**config.mk**
```make
export PLATFORM = sky130hd
export DESIGN_NAME = rgbe_shared_exponent_codec
export DESIGN_NICKNAME = d
export VERILOG_FILES = /design/src/design/rgbe_pkg.sv /design/src/design/rgbe_shared_exponent_codec.sv
export SDC_FILE = /design/constraint.sdc
export NUM_CORES = 1
export LEC_CHECK = 0
export ABC_AREA = 1
export BUFFER_PORTS_ARGS = -buffer_cell sky130_fd_sc_hd__buf_2
export CAP_MARGIN = 20
export CORE_MARGIN = 2
export CORE_UTILIZATION = 30
export DETAILED_ROUTE_END_ITERATION = 12
export PLACE_DENSITY = 0.53
export SLEW_MARGIN = 5
export SYNTH_ARGS = -nofsm -noshare
export SYNTH_HDL_FRONTEND = slang
export SYNTH_SLANG_ARGS = --single-unit
```
**constraint.sdc**
```tcl
create_clock -name clk_i -period 16.34 [get_ports clk_i]
set_input_delay 3.268 -clock clk_i [delete_from_list [all_inputs] [get_ports clk_i]]
set_output_delay 3.268 -clock clk_i [all_outputs]
set_load 0.1 [all_outputs]
```
**src/design/rgbe_pkg.sv**
```systemverilog
// Package: payload types and constants for the RGBE shared-exponent codec.
`default_nettype none
package rgbe_pkg;

  typedef struct packed {
    logic        cmd;
    logic [31:0] red_in;
    logic [31:0] green_in;
    logic [31:0] blue_in;
    logic [31:0] packed_in;
  } in_t;

  typedef struct packed {
    logic [31:0] packed_out;
    logic [31:0] red_out;
    logic [31:0] green_out;
    logic [31:0] blue_out;
    logic        overflow;
  } out_t;

  localparam logic        CMD_PACK   = 1'b0;
  localparam logic        CMD_UNPACK = 1'b1;
  // 1e-32f as an IEEE single bit pattern
  localparam logic [31:0] PACK_FLOOR = 32'h0A4FB11F;
  localparam logic [31:0] INF_BITS   = 32'h7F800000;
  localparam logic [7:0]  EXP_LIMIT  = 8'd254;
  localparam logic [8:0]  UNPACK_OFS = 9'd9;  // 136 - 127

endpackage
`default_nettype wire

```
**src/design/rgbe_shared_exponent_codec.sv**
```systemverilog
// Top level: pipelined RGBE pack/unpack codec, one transfer per cycle unless the output stalls.
// out_valid_o comes from the last of three register stages.
// Throughput: one item per clock unless stalled; stage one clamps and finds the largest channel,
// stage two shifts mantissas into bytes or normalizes unpacked bytes, stage three holds results.
// Reset: rst_ni asynchronous, active low, clears the stage valid bits only.
// A stage advances whenever it is empty or the stage after it advances.
`default_nettype none
module rgbe_shared_exponent_codec (
  input  wire logic           clk_i,
  input  wire logic           rst_ni,
  input  wire logic           in_valid_i,
  output logic                in_ready_o,
  input  wire rgbe_pkg::in_t  in_data_i,
  output logic                out_valid_o,
  input  wire logic           out_ready_i,
  output rgbe_pkg::out_t      out_data_o
);

  // clamp a channel: negatives and minus infinity to zero, flag NaN or plus infinity
  function automatic logic [31:0] clamp_f(input logic [31:0] x);
    if (x[30:0] >= rgbe_pkg::INF_BITS[30:0] || x[31]) clamp_f = '0;
    else clamp_f = x;
  endfunction

  function automatic logic bad_f(input logic [31:0] x);
    bad_f = (x[30:0] > rgbe_pkg::INF_BITS[30:0]) ||
            (x[30:0] == rgbe_pkg::INF_BITS[30:0] && !x[31]);
  endfunction

  function automatic logic [7:0] chan_byte_f(input logic [31:0] c, input logic [7:0] ev);
    logic [7:0]  ec;
    logic [23:0] m;
    logic [9:0]  s;
    ec = c[30:23];
    m  = {1'b0, c[22:0]};
    if (ec == 8'd0) ec = 8'd1;
    else m[23] = 1'b1;
    s = 10'd16 + {2'b0, ev} - {2'b0, ec};
    if (s >= 10'd32) chan_byte_f = '0;
    else chan_byte_f = 8'(m >> s[4:0]);
  endfunction

  function automatic logic [31:0] unpack_f(input logic [7:0] b, input logic [7:0] ex);
    logic [2:0] p;
    logic [9:0] biased;
    logic [7:0] mb;
    p = '0;
    for (int i = 1; i < 8; i++) if (b[i]) p = 3'(i);
    biased = {7'b0, p} + {2'b0, ex} - {1'b0, rgbe_pkg::UNPACK_OFS};
    mb = b << (3'd7 - p);
    if (b == 8'd0) unpack_f = '0;
    else if (!biased[9] && biased != 10'd0)
      unpack_f = {1'b0, biased[7:0], mb[6:0], 16'b0};
    else unpack_f = 32'({24'b0, b} << (ex + 8'd13));
  endfunction

  logic [2:0] vld_q;
  logic [2:0] adv;
  assign adv[2] = !vld_q[2] || out_ready_i;
  assign adv[1] = !vld_q[1] || adv[2];
  assign adv[0] = !vld_q[0] || adv[1];
  assign in_ready_o = adv[0];

  // stage one: clamp, max, classify
  logic        s1_cmd_q, s1_bad_q, s1_zero_q, s1_ovf_q;
  logic [31:0] s1_r_q, s1_g_q, s1_b_q, s1_w_q;
  logic [7:0]  s1_ev_q;
  logic [31:0] r_c, g_c, b_c, v_c;
  logic        bad_c;
  always_comb begin
    r_c = clamp_f(in_data_i.red_in);
    g_c = clamp_f(in_data_i.green_in);
    b_c = clamp_f(in_data_i.blue_in);
    bad_c = bad_f(in_data_i.red_in) | bad_f(in_data_i.green_in) | bad_f(in_data_i.blue_in);
    v_c = r_c;
    if (g_c > v_c) v_c = g_c;
    if (b_c > v_c) v_c = b_c;
  end

  always_ff @(posedge clk_i) begin
    if (adv[0]) begin
      s1_cmd_q  <= in_data_i.cmd;
      s1_r_q    <= r_c;
      s1_g_q    <= g_c;
      s1_b_q    <= b_c;
      s1_w_q    <= in_data_i.packed_in;
      s1_bad_q  <= bad_c;
      s1_zero_q <= v_c < rgbe_pkg::PACK_FLOOR;
      s1_ovf_q  <= v_c[30:23] >= rgbe_pkg::EXP_LIMIT;
      s1_ev_q   <= v_c[30:23];
    end
  end

  // stage two: byte extraction or unpack normalization
  rgbe_pkg::out_t s2_d, s2_q, s3_q;
  always_comb begin
    s2_d = '0;
    if (s1_cmd_q == rgbe_pkg::CMD_PACK) begin
      if (s1_bad_q || (!s1_zero_q && s1_ovf_q)) begin
        s2_d.packed_out = '1;
        s2_d.overflow   = 1'b1;
      end else if (!s1_zero_q) begin
        s2_d.packed_out = {s1_ev_q + 8'd2, chan_byte_f(s1_b_q, s1_ev_q),
                           chan_byte_f(s1_g_q, s1_ev_q), chan_byte_f(s1_r_q, s1_ev_q)};
      end
    end else if (s1_w_q[31:24] != 8'd0) begin
      s2_d.red_out   = unpack_f(s1_w_q[7:0],   s1_w_q[31:24]);
      s2_d.green_out = unpack_f(s1_w_q[15:8],  s1_w_q[31:24]);
      s2_d.blue_out  = unpack_f(s1_w_q[23:16], s1_w_q[31:24]);
    end
  end

  always_ff @(posedge clk_i) begin
    if (adv[1]) s2_q <= s2_d;
    if (adv[2]) s3_q <= s2_q;
  end

  always_ff @(posedge clk_i or negedge rst_ni) begin
    if (!rst_ni) begin
      vld_q <= '0;
    end else begin
      if (adv[0]) vld_q[0] <= in_valid_i;
      if (adv[1]) vld_q[1] <= vld_q[0];
      if (adv[2]) vld_q[2] <= vld_q[1];
    end
  end

  assign out_valid_o = vld_q[2];
  assign out_data_o  = s3_q;

  // hold the output stage while stalled
  a_hold: assert property (@(posedge clk_i) disable iff (!rst_ni)
    out_valid_o && !out_ready_i |=> out_valid_o && $stable(out_data_o))
    else $error("output changed under stall");
  // overflow only comes with an all-ones word
  a_ovf: assert property (@(posedge clk_i) disable iff (!rst_ni)
    out_valid_o && out_data_o.overflow |-> out_data_o.packed_out == '1)
    else $error("overflow without saturated word");
  // a full pipe with a stalled sink takes no input
  a_full: assert property (@(posedge clk_i) disable iff (!rst_ni)
    vld_q == 3'b111 && !out_ready_i |-> !in_ready_o)
    else $error("input taken into full pipe");

endmodule
`default_nettype wire

```
==> run metrics, run 1 <==
status finished, final reports clean; Die X 285 um; Max stage delay on crit path 730 ps; Post-CTS Repair Setup Buffers 0; most used cell, CP nand2_1; Post-Route Setup TNS 0 ps; die height 285 um; Distinct cells, synth 59; clk_lat worst skew 590 ps; period utilization 0.572; CTS Buffer Depth 3; critical path class input port to flip-flop; number of synthesized flops with an enable pin 395; CP Launch Type input port; post-synthesis adder-cell area fraction 0.0682; Initial Util 0.304; Max-slew headroom 0.274; vias per cell 4.72; area of the multi-input gates 9850 um^2; critical path's slowest cell nand2_1; Pleak 12.3 nW; post-synthesis compound-gate area fraction 0.115; max-slew violation count 0; Finished Layout Cells 4080; initial antenna violation count 0; total power 0.00393 W; Yosys warning count 0; minimum clock period 9350 ps; Syn Inst Count 2759; Clock Pin Slew Worst Setup and Hold Paths 60 ps; CP endpoint kind flip-flop; mux contribution to synthesized area 0.00382; Worst EP required 16680 ps; largest family of logic cells by synthesized area simple AND/OR/NAND/NOR gates; Max Cap Viol 0; first-pass GRT wire length 106 mm; Mapped Area 23600 um^2; CTS root buf clkbuf_16; Via Count 19300; DR WL/cell 17.1 um; critical path arrival 9700 ps; die area 80900 um^2; Port Buf Inserts 263; CTS tree done; Syn Area/Cell 8.56 um^2; Async SR Flop Fraction 0.00754; GRT Util Overall 0.169; final hold violations 0; I/O pin count 264; # nets final 3261; clock sink count 398; post-synthesis sequential area ratio 0.506; post-layout util 0.355; n_diodes 0; TritonCTS Buffers 46; gp weighted congestion 0.938; vias in the first global route 18100; RSZ-0062 raised after global routing no; share of cells above drive strength 1 0.130; Layout Area Growth over Synthesis 16.9%; FF+latch area 11900 um^2; Resize count post-CTS 0; Max FO, Critical Path 30; total wire length 69.9 mm; # DRC 0; skew final 31.7 ps; worst slew pin tran 1080 ps; placed insts 3994; count of state elements after synthesis 398; post-synthesis simple-gate area fraction 0.214; ys flop type edfxtp_1; final setup fails 0; total gr overflow 0; Initial DRC Count 1612; fmax 107 MHz; row count 102; power density over cell area 142 nW/um^2; worst hold path class flip-flop to flip-flop; FILL cells 8144; htree depth 2; DP HPWL 54.9 mm; largest net degree at the start of global routing 73; hold slack 400 ps; peak supply drop 71.7 uV; CORE AREA 77700 um^2; ANT nets after route 0; Initial DRT Pass Iterations 6; xor and xnor area share after synthesis 0.0152; # hold bufs at CTS 0
-- cells in the mapped netlist (3+ instances only) --
library cell / count / area share
dfrtp_1: 3 / 0.0032
clkinv_1: 5 / 0.00080
xor2_1: 32 / 0.012
o21bai_1: 8 / 0.0025
nor2_2: 10 / 0.0027
buf_2: 12 / 0.0025
fa_1: 6 / 0.0051
or2_1: 7 / 0.0019
a21oi_1: 92 / 0.020
mux2i_1: 9 / 0.0038
nand4_1: 45 / 0.012
inv_2: 9 / 0.0014
o211ai_1: 22 / 0.0070
xnor2_1: 7 / 0.0026
clkbuf_1: 66 / 0.010
nand3_1: 117 / 0.025
inv_1: 382 / 0.061
or2_2: 12 / 0.0032
o31ai_1: 4 / 0.0013
nand2_1: 672 / 0.11
o221ai_1: 13 / 0.0048
buf_1: 10 / 0.0016
a221oi_1: 3 / 0.0011
nand3b_1: 6 / 0.0019
o21ai_0: 229 / 0.049
nor3_1: 31 / 0.0066
a21o_1: 3 / 0.00095
nor4_1: 18 / 0.0048
o21ai_1: 67 / 0.014
edfxtp_1: 395 / 0.50
o22ai_1: 20 / 0.0053
nor2_1: 277 / 0.044
and3_1: 3 / 0.00080
o21a_1: 8 / 0.0025
ha_1: 119 / 0.063
and2_1: 5 / 0.0013
-- critical path: cells and delay by family --
kind | cells | cell delay [ps]
AO/OA/AOI/OAI | 8 | 1060
adder cells (fa/ha/maj) | 2 | 570
buffers and inverters | 7 | 1420
AND/OR/NAND/NOR | 19 | 3360
-- stage by stage --
step	cell area, um^2	worst slack [ps]
after global routing	27600	6410
after floorplan	23600	3140
after global placement	26000	6560
after detailed placement	26000	6540
final	27600	6990
after CTS	27600	7190
-- final timing paths --
check                      cells past startpoint          start  slack (ps)             end
max                                           36  in_data_i[94]        6990       s1_zero_q
min reg2reg                                    0       s2_q[79]         400  out_data_o[79]
max reg2reg                                   16     s1_g_q[25]       11320       s2_q[111]
min in group asynchronous                      1         rst_ni        2490        vld_q[0]
min                                            0       s2_q[79]         400  out_data_o[79]
max in group asynchronous                      1         rst_ni       13740        vld_q[2]
-- where the power goes --
part / total, W / switching, W / leakage (nW) / internal [W]
clock: 0.00105 / 0.000439 / 0.743 / 0.000614
combinational: 0.00152 / 0.00114 / 7.32 / 0.000387
sequential: 0.00135 / 0.0000607 / 4.27 / 0.00129
-- layout by cell type (no fill, tap or decap), types with 7 or more instances in the layout --
| cell type | n |
|---|---|
| o21a_1 | 8 |
| xnor2_1 | 7 |
| clkbuf_1 | 8 |
| o211ai_1 | 22 |
| nand2_1 | 670 |
| inv_2 | 9 |
| nand4_1 | 45 |
| nor4_1 | 18 |
| nor3_1 | 31 |
| o21ai_0 | 229 |
| nand3_1 | 117 |
| or2_1 | 7 |
| or2_2 | 12 |
| o221ai_1 | 13 |
| edfxtp_1 | 395 |
| nor2_2 | 11 |
| a21oi_1 | 92 |
| clkinv_1 | 12 |
| o21bai_1 | 8 |
| o21ai_1 | 67 |
| ha_1 | 119 |
| buf_4 | 20 |
| clkbuf_16 | 47 |
| buf_2 | 264 |
| mux2i_1 | 9 |
| o22ai_1 | 20 |
| xor2_1 | 31 |
| clkinv_2 | 7 |
| inv_1 | 381 |
| nor2_1 | 276 |
-- final cells by class --
cell class                      instances  share of cell area
Clock inverter                         30              0.0122
Timing Repair Buffer                  284              0.0533
Inverter                              396              0.0540
Clock buffer                           55              0.0437
Multi-Input combinational cell       1877               0.357
Tap cell                             1040              0.0472
Sequential cell                       398               0.433
-- routing by layer --
layer	global-route usage	up-vias	wire length, um
met2	0.282	562	32500
met4	0.0578	0	2450
met5	0	-	0
li1	-	9782	-
met1	0.222	8824	31200
met3	0.0249	94	3790
-- registers in the layout, indices dropped and copies added, names as in the netlist, 3 cells and up --
signal and cells:
out_data_o 129, s2_q 129, s1_w_q 32, s1_b_q 31, s1_g_q 31, s1_r_q 31
s1_ev_q 8, vld_q 3
-- cell families after synthesis --
family,count (synthesis)
xor gates and xnor gates,40
AOI/OAI and AO/OA,488
buffers and inverters,486
DFF,398
muxes,9
other,2
and+or+nand+nor,1211
adders and majority gates,125
No activity file was read; power rests on OpenSTA's default activity.
==> run 2: changes to the inputs <==
--- a/config.mk
+++ b/config.mk
@@ -11,7 +11,7 @@
 export CORE_MARGIN = 2
 export CORE_UTILIZATION = 30
 export DETAILED_ROUTE_END_ITERATION = 12
-export PLACE_DENSITY = 0.53
+export PLACE_DENSITY = 0.55
 export SLEW_MARGIN = 5
 export SYNTH_ARGS = -nofsm -noshare
 export SYNTH_HDL_FRONTEND = slang
==> constraint.sdc (replaced) <==
create_clock -name clk_i -period 8.4 [get_ports clk_i]
set_input_delay 1.68 -clock clk_i [delete_from_list [all_inputs] [get_ports clk_i]]
set_output_delay 1.68 -clock clk_i [all_outputs]
set_load 0.1 [all_outputs]
==> run 2 against run 1 <==
Effect of this change:
- routed wire length about the same
- setup slack worse by 5300 ps
- cell count up 0.17%
==> run metrics, run 2 (same netlist as run 1, synthesis figures left out) <==
die height 285 um (unchanged); # nets final 3270 (+0.28%); most used cell, CP nand2_1; Die X 285 um (unchanged); n_diodes 0 (unchanged); worst slew pin tran 1040 ps (-40.0 ps); CTS Buffer Depth 3 (unchanged); TritonCTS Buffers 45 (-2.2%); first-pass GRT wire length 106 mm (+0.12%); fmax 149 MHz; peak supply drop 152 uV (+110%); die area 80900 um^2 (unchanged); Layout Area Growth over Synthesis 17.1%; skew final 38.1 ps (+6.43 ps); critical path class input port to flip-flop; Initial DRC Count 1472 (-8.7%); clock sink count 398 (unchanged); CTS root buf clkbuf_16; CP endpoint kind flip-flop; critical path arrival 7040 ps (-2660 ps); initial antenna violation count 3 (+3); share of cells above drive strength 1 0.133 (+0.00233); CP startpoint in_data_i[94]; vias in the first global route 18200 (+0.41%); hold-critical path depth 0 (unchanged); most frequent cells in the layout 670 x nand2_1, 395 x edfxtp_1, 381 x inv_1; Resize count post-CTS 0 (unchanged); # DRC 0 (unchanged); total gr overflow 0 (unchanged); critical path's slowest cell nand2_1; post-layout instance area 27600 um^2 (+0.18%); I/O pin count 264 (unchanged); power density over cell area 275 nW/um^2 (+93%); vias per cell 4.74 (+0.45%); largest net degree at the start of global routing 70 (-4.1%); ANT nets after route 0 (unchanged); final setup fails 0 (unchanged); Port Buf Inserts 263 (unchanged); DR WL/cell 17.1 um (-0.13%); total wire length 70.0 mm (about the same); CORE AREA 77700 um^2 (unchanged); Initial DRT Pass Iterations 6 (unchanged); Initial Util 0.304 (unchanged); Max FO, Critical Path 25 (-17%); depth of the most critical reg-to-reg path 17 (+1); Max Cap Viol 0 (unchanged); commonest non-fill, non-tap cell in the layout nand2_1; origin of the critical flop-to-flop path s1_w_q[24]; DP HPWL 55.4 mm (+0.87%); max-slew violation count 0 (unchanged); clk_lat worst skew 590 ps (about the same); final hold violations 0 (unchanged); total power 0.00761 W (+94%); minimum clock period 6720 ps; row count 102 (unchanged); CTS tree done; Max-slew headroom 0.307 (+0.0326); RSZ-0062 raised after global routing no; htree depth 2 (unchanged); Clock Pin Slew Worst Setup and Hold Paths 60 ps (about the same); # hold bufs at CTS 0 (unchanged); period utilization 0.800; worst hold path class flip-flop to flip-flop; Max stage delay on crit path 550 ps (-180 ps); hold_sp s2_q[86]; Post-CTS Repair Setup Buffers 0 (unchanged); Worst EP required 8720 ps (-7960 ps); hold slack 412 ps (+11.9 ps); Placed Area 26100 um^2 (+0.36%); CP Launch Type input port; gp weighted congestion 0.987 (+5.2%); Pleak 12.4 nW (+0.25%); GRT Util Overall 0.169 (+0.000286); Post-Route Setup TNS 0 ps (unchanged); Via Count 19400 (+0.62%); status finished, final reports clean
[run 2: changes by cell type in the layout (fill, tap and decap cells not counted), moves of 2 or more]
cell        before  now
clkinvlp_4       4    2
buf_4           20   30
clkinv_4         1    3
clkbuf_1         8    6
clkbuf_16       47   45
nand2_4          2    0
nand2_8          0    2
[run 2: path summary, 6_finish.rpt]
path	endpoint	slack, ps
setup / recovery	s1_zero_q	1680
hold / removal	out_data_o[86]	410
setup reg to reg	s2_q[34]	3390
hold reg to reg	out_data_o[86]	410
max in group asynchronous	vld_q[2]	7380
min in group asynchronous	vld_q[0]	910
[run 2: per-stage QoR]
stage                     cells  worst slack (ps)   util
after global placement     4004              1140  0.336
after global routing       4087              1000  0.356
after floorplan            2761              1130      -
after CTS                  4086              1710  0.356
final                      4087              1680  0.356
after detailed placement   4004              1120  0.336
[run 2: power breakdown]
| group | switching [W] | leakage (nW) | internal [W] |
|---|---|---|---|
| Combinational | 0.00223 | 7.37 | 0.000762 |
| Clock | 0.000837 | 0.727 | 0.00115 |
| Sequential | 0.000122 | 4.27 | 0.00251 |
| Total | 0.00318 | 12.4 | 0.00443 |
[run 2: area by class of cell]
type	instances	area, um^2
inverters	396	1490
clock inverters	31	353
flip-flops and latches	398	11900
clock buffers	51	1150
repair buffers	294	1550
multi-input cells	1877	9870
well taps	1040	1300
fillers	8043	50100
[run 2: per-layer routing]
layer  GRT usage  vias to the layer above  routed length [um]
met1       0.226                     8842               31400
met5           0                        -                   0
met3      0.0221                       98                3850
li1            -                     9809                   -
met4      0.0495                        0                1970
met2       0.284                      633               32800
[run 2: critical path: cells and delay by family]
kind,cells,cell delay [ps]
buffers and inverters,6,1050
AND/OR/NAND/NOR,23,3270
adder cells (fa/ha/maj),2,600
AO/OA/AOI/OAI,3,400
==> run 3: changes to the inputs <==
==> constraint.sdc (replaced) <==
create_clock -name clk_i -period 5.7 [get_ports clk_i]
set_input_delay 1.14 -clock clk_i [delete_from_list [all_inputs] [get_ports clk_i]]
set_output_delay 1.14 -clock clk_i [all_outputs]
set_load 0.1 [all_outputs]
==> run 3 against run 2 <==
Effect of this change:
- register-to-register slack got worse by 2300 ps
- clock power increased by 45%
- first-iteration DRC count increased by 10%
- utilization increased by 1.3 points
- die area unchanged
- power increased by 49%
- clock-buffer cell count increased by 2
- non-clock buffer count increased by 132
- largest power group unchanged
==> run metrics, run 3 (same netlist as run 1, synthesis figures left out) <==
status finished, final reports clean; row count 102 (unchanged); Via Count 19900 (+2.5%); CTS Buffer Depth 3 (unchanged); final hold violations 0 (unchanged); part of the power in the clock network 0.255 (-0.007); reg-to-reg endpoint s2_q[34]; peak supply drop 178 uV (+17%); commonest non-fill, non-tap cell in the layout nand2_1; Initial DRC Count 1621 (+10%); total wire length 72.4 mm (+3.4%); Layout Area Growth over Synthesis 21.5%; critical path's slowest cell ha_1; Pleak 13.0 nW (+5.2%); FF+latch area 11900 um^2 (unchanged); Initial Util 0.304 (unchanged); Gate power share 0.402 (+0.010); gp weighted congestion 0.953 (-3.5%); largest net degree at the start of global routing 81 (+16%); clk_lat worst skew 580 ps (about the same); CTS root buf clkbuf_16; FILL cells 7986 (-0.71%); DP HPWL 58.1 mm (+4.8%); Psw 0.00469 W (+47%); # nets final 3401 (+4.0%); skew final 29.6 ps (-8.54 ps); total power 0.0113 W (+49%); die area 80900 um^2 (unchanged); TritonCTS Buffers 44 (-2.2%); I/O pin count 264 (unchanged); critical path arrival 5540 ps (-1500 ps); Max-slew headroom 0.295 (-0.0124); r2r setup slk 1140 ps (-2250 ps); CTS tree done; GRT Util Overall 0.176 (+0.00707); origin of the critical flop-to-flop path s1_w_q[15]; Placed Area 27200 um^2 (+4.0%); switching part of the total 0.415 (-0.00342); worst hold path class input port to async pin; Finished Layout Cells 4215 (+3.1%); total gr overflow 0 (unchanged); clock sink count 398 (unchanged); Port Buf Inserts 263 (unchanged); Die X 285 um (unchanged); share of cells above drive strength 1 0.171 (+0.0382); Post-CTS Repair Setup Buffers 0 (unchanged); initial antenna violation count 4 (+1); # hold bufs at CTS 0 (unchanged); post-layout instance area 28700 um^2 (+3.7%); Clock Pin Slew Worst Setup and Hold Paths 60 ps (about the same); DR WL/cell 17.2 um (+0.31%); Initial DRT Pass Iterations 7 (+1); first-pass GRT wire length 111 mm (+4.5%); most frequent cells in the layout 669 x nand2_1, 395 x edfxtp_1, 381 x inv_1; Max FO, Critical Path 16 (-36%); CP Capture Point s1_zero_q; most used cell, CP nand2_1; RSZ-0062 raised after global routing no; Max Cap Viol 0 (unchanged); power density over cell area 394 nW/um^2 (+43%); CP startpoint in_data_i[122]; Max stage delay on crit path 280 ps (-270 ps); # DRC 0 (unchanged); die height 285 um (unchanged); vias per cell 4.71 (-0.61%); final setup fails 0 (unchanged); ANT nets after route 0 (unchanged); minimum clock period 5220 ps; P_int 0.00662 W (+49%); CORE AREA 77700 um^2 (unchanged); period utilization 0.916; Post-Route Setup TNS 0 ps (unchanged); area of the multi-input gates 9900 um^2 (+0.30%); placed insts 4137 (+3.3%); Reg power frac 0.343 (-0.003); Worst EP required 6020 ps (-2700 ps); worst slew pin tran 1060 ps (+18.5 ps); fmax 191 MHz; htree depth 2 (unchanged); critical path class input port to flip-flop; CP Launch Type input port; max-slew violation count 0 (unchanged); CP endpoint kind flip-flop; vias in the first global route 19100 (+4.8%); depth of the most critical reg-to-reg path 19 (+2)
run 3: worst max-delay path: cells and delay by family:
kind	cells	cell delay, ps
adders and majority gates	2	540
and+or+nand+nor	26	1990
AOI/OAI and AO/OA	5	570
buffers and inverters	10	1270
run 3: area by class of cell:
| class | instances | share of cell area |
|---|---|---|
| clock inverter | 24 | 0.0102 |
| timing repair buffer | 426 | 0.0906 |
| antenna | 1 | 0.0000873 |
| clock buffer | 53 | 0.0403 |
| multi-input combinational | 1877 | 0.345 |
| inverter | 396 | 0.0520 |
| sequential | 398 | 0.416 |
| tap | 1040 | 0.0454 |
run 3: layer usage:
layer / track usage / up-vias / share of wire
met5: 0 / - / 0
met4: 0.0372 / 0 / 0.020
met3: 0.0226 / 96 / 0.053
met2: 0.306 / 585 / 0.48
met1: 0.233 / 9145 / 0.44
li1: - / 10000 / -
run 3: how the worst min path moves through the flow:
stage / start / end / slack (ps) / depth (start not counted)
floorplan: s2_q[0] / out_data_o[0] / 400 / 0
global placement: s2_q[102] / out_data_o[102] / 400 / 0
detailed placement: s2_q[18] / out_data_o[18] / 400 / 0
CTS: rst_ni / vld_q[0] / 330 / 1
global route: rst_ni / vld_q[0] / 330 / 1
finish: rst_ni / vld_q[0] / 360 / 1
run 3: power groups by stage:
| stage | registers, W | clock network [W] | logic, W |
|---|---|---|---|
| detailed placement | 0.00395 | 0 | 0.00452 |
| CTS | 0.00389 | 0.00298 | 0.00454 |
| floorplan | 0.00483 | 0 | 0.00244 |
| finish | 0.00388 | 0.00289 | 0.00455 |
| global route | 0.00392 | 0.00309 | 0.00503 |
| global placement | 0.00394 | 0 | 0.00455 |
run 3: per-stage QoR:
stage,hold slack (ps),setup slack (ps),util
6_report,362,478,0.369
5_1_grt,331,8.40,0.369
4_1_cts,326,408,0.368
3_5_place_dp,405,-198,0.350
3_3_place_gp,401,-156,0.350
2_1_floorplan,400,1.46,-
run 3: what timing repair did:
| action | CTS | global route |
|---|---|---|
| endpoints found under the setup margin | 0 | 2 |
| gates resized for setup | 0 | 16 |
| endpoints found under the hold margin | 0 | 0 |
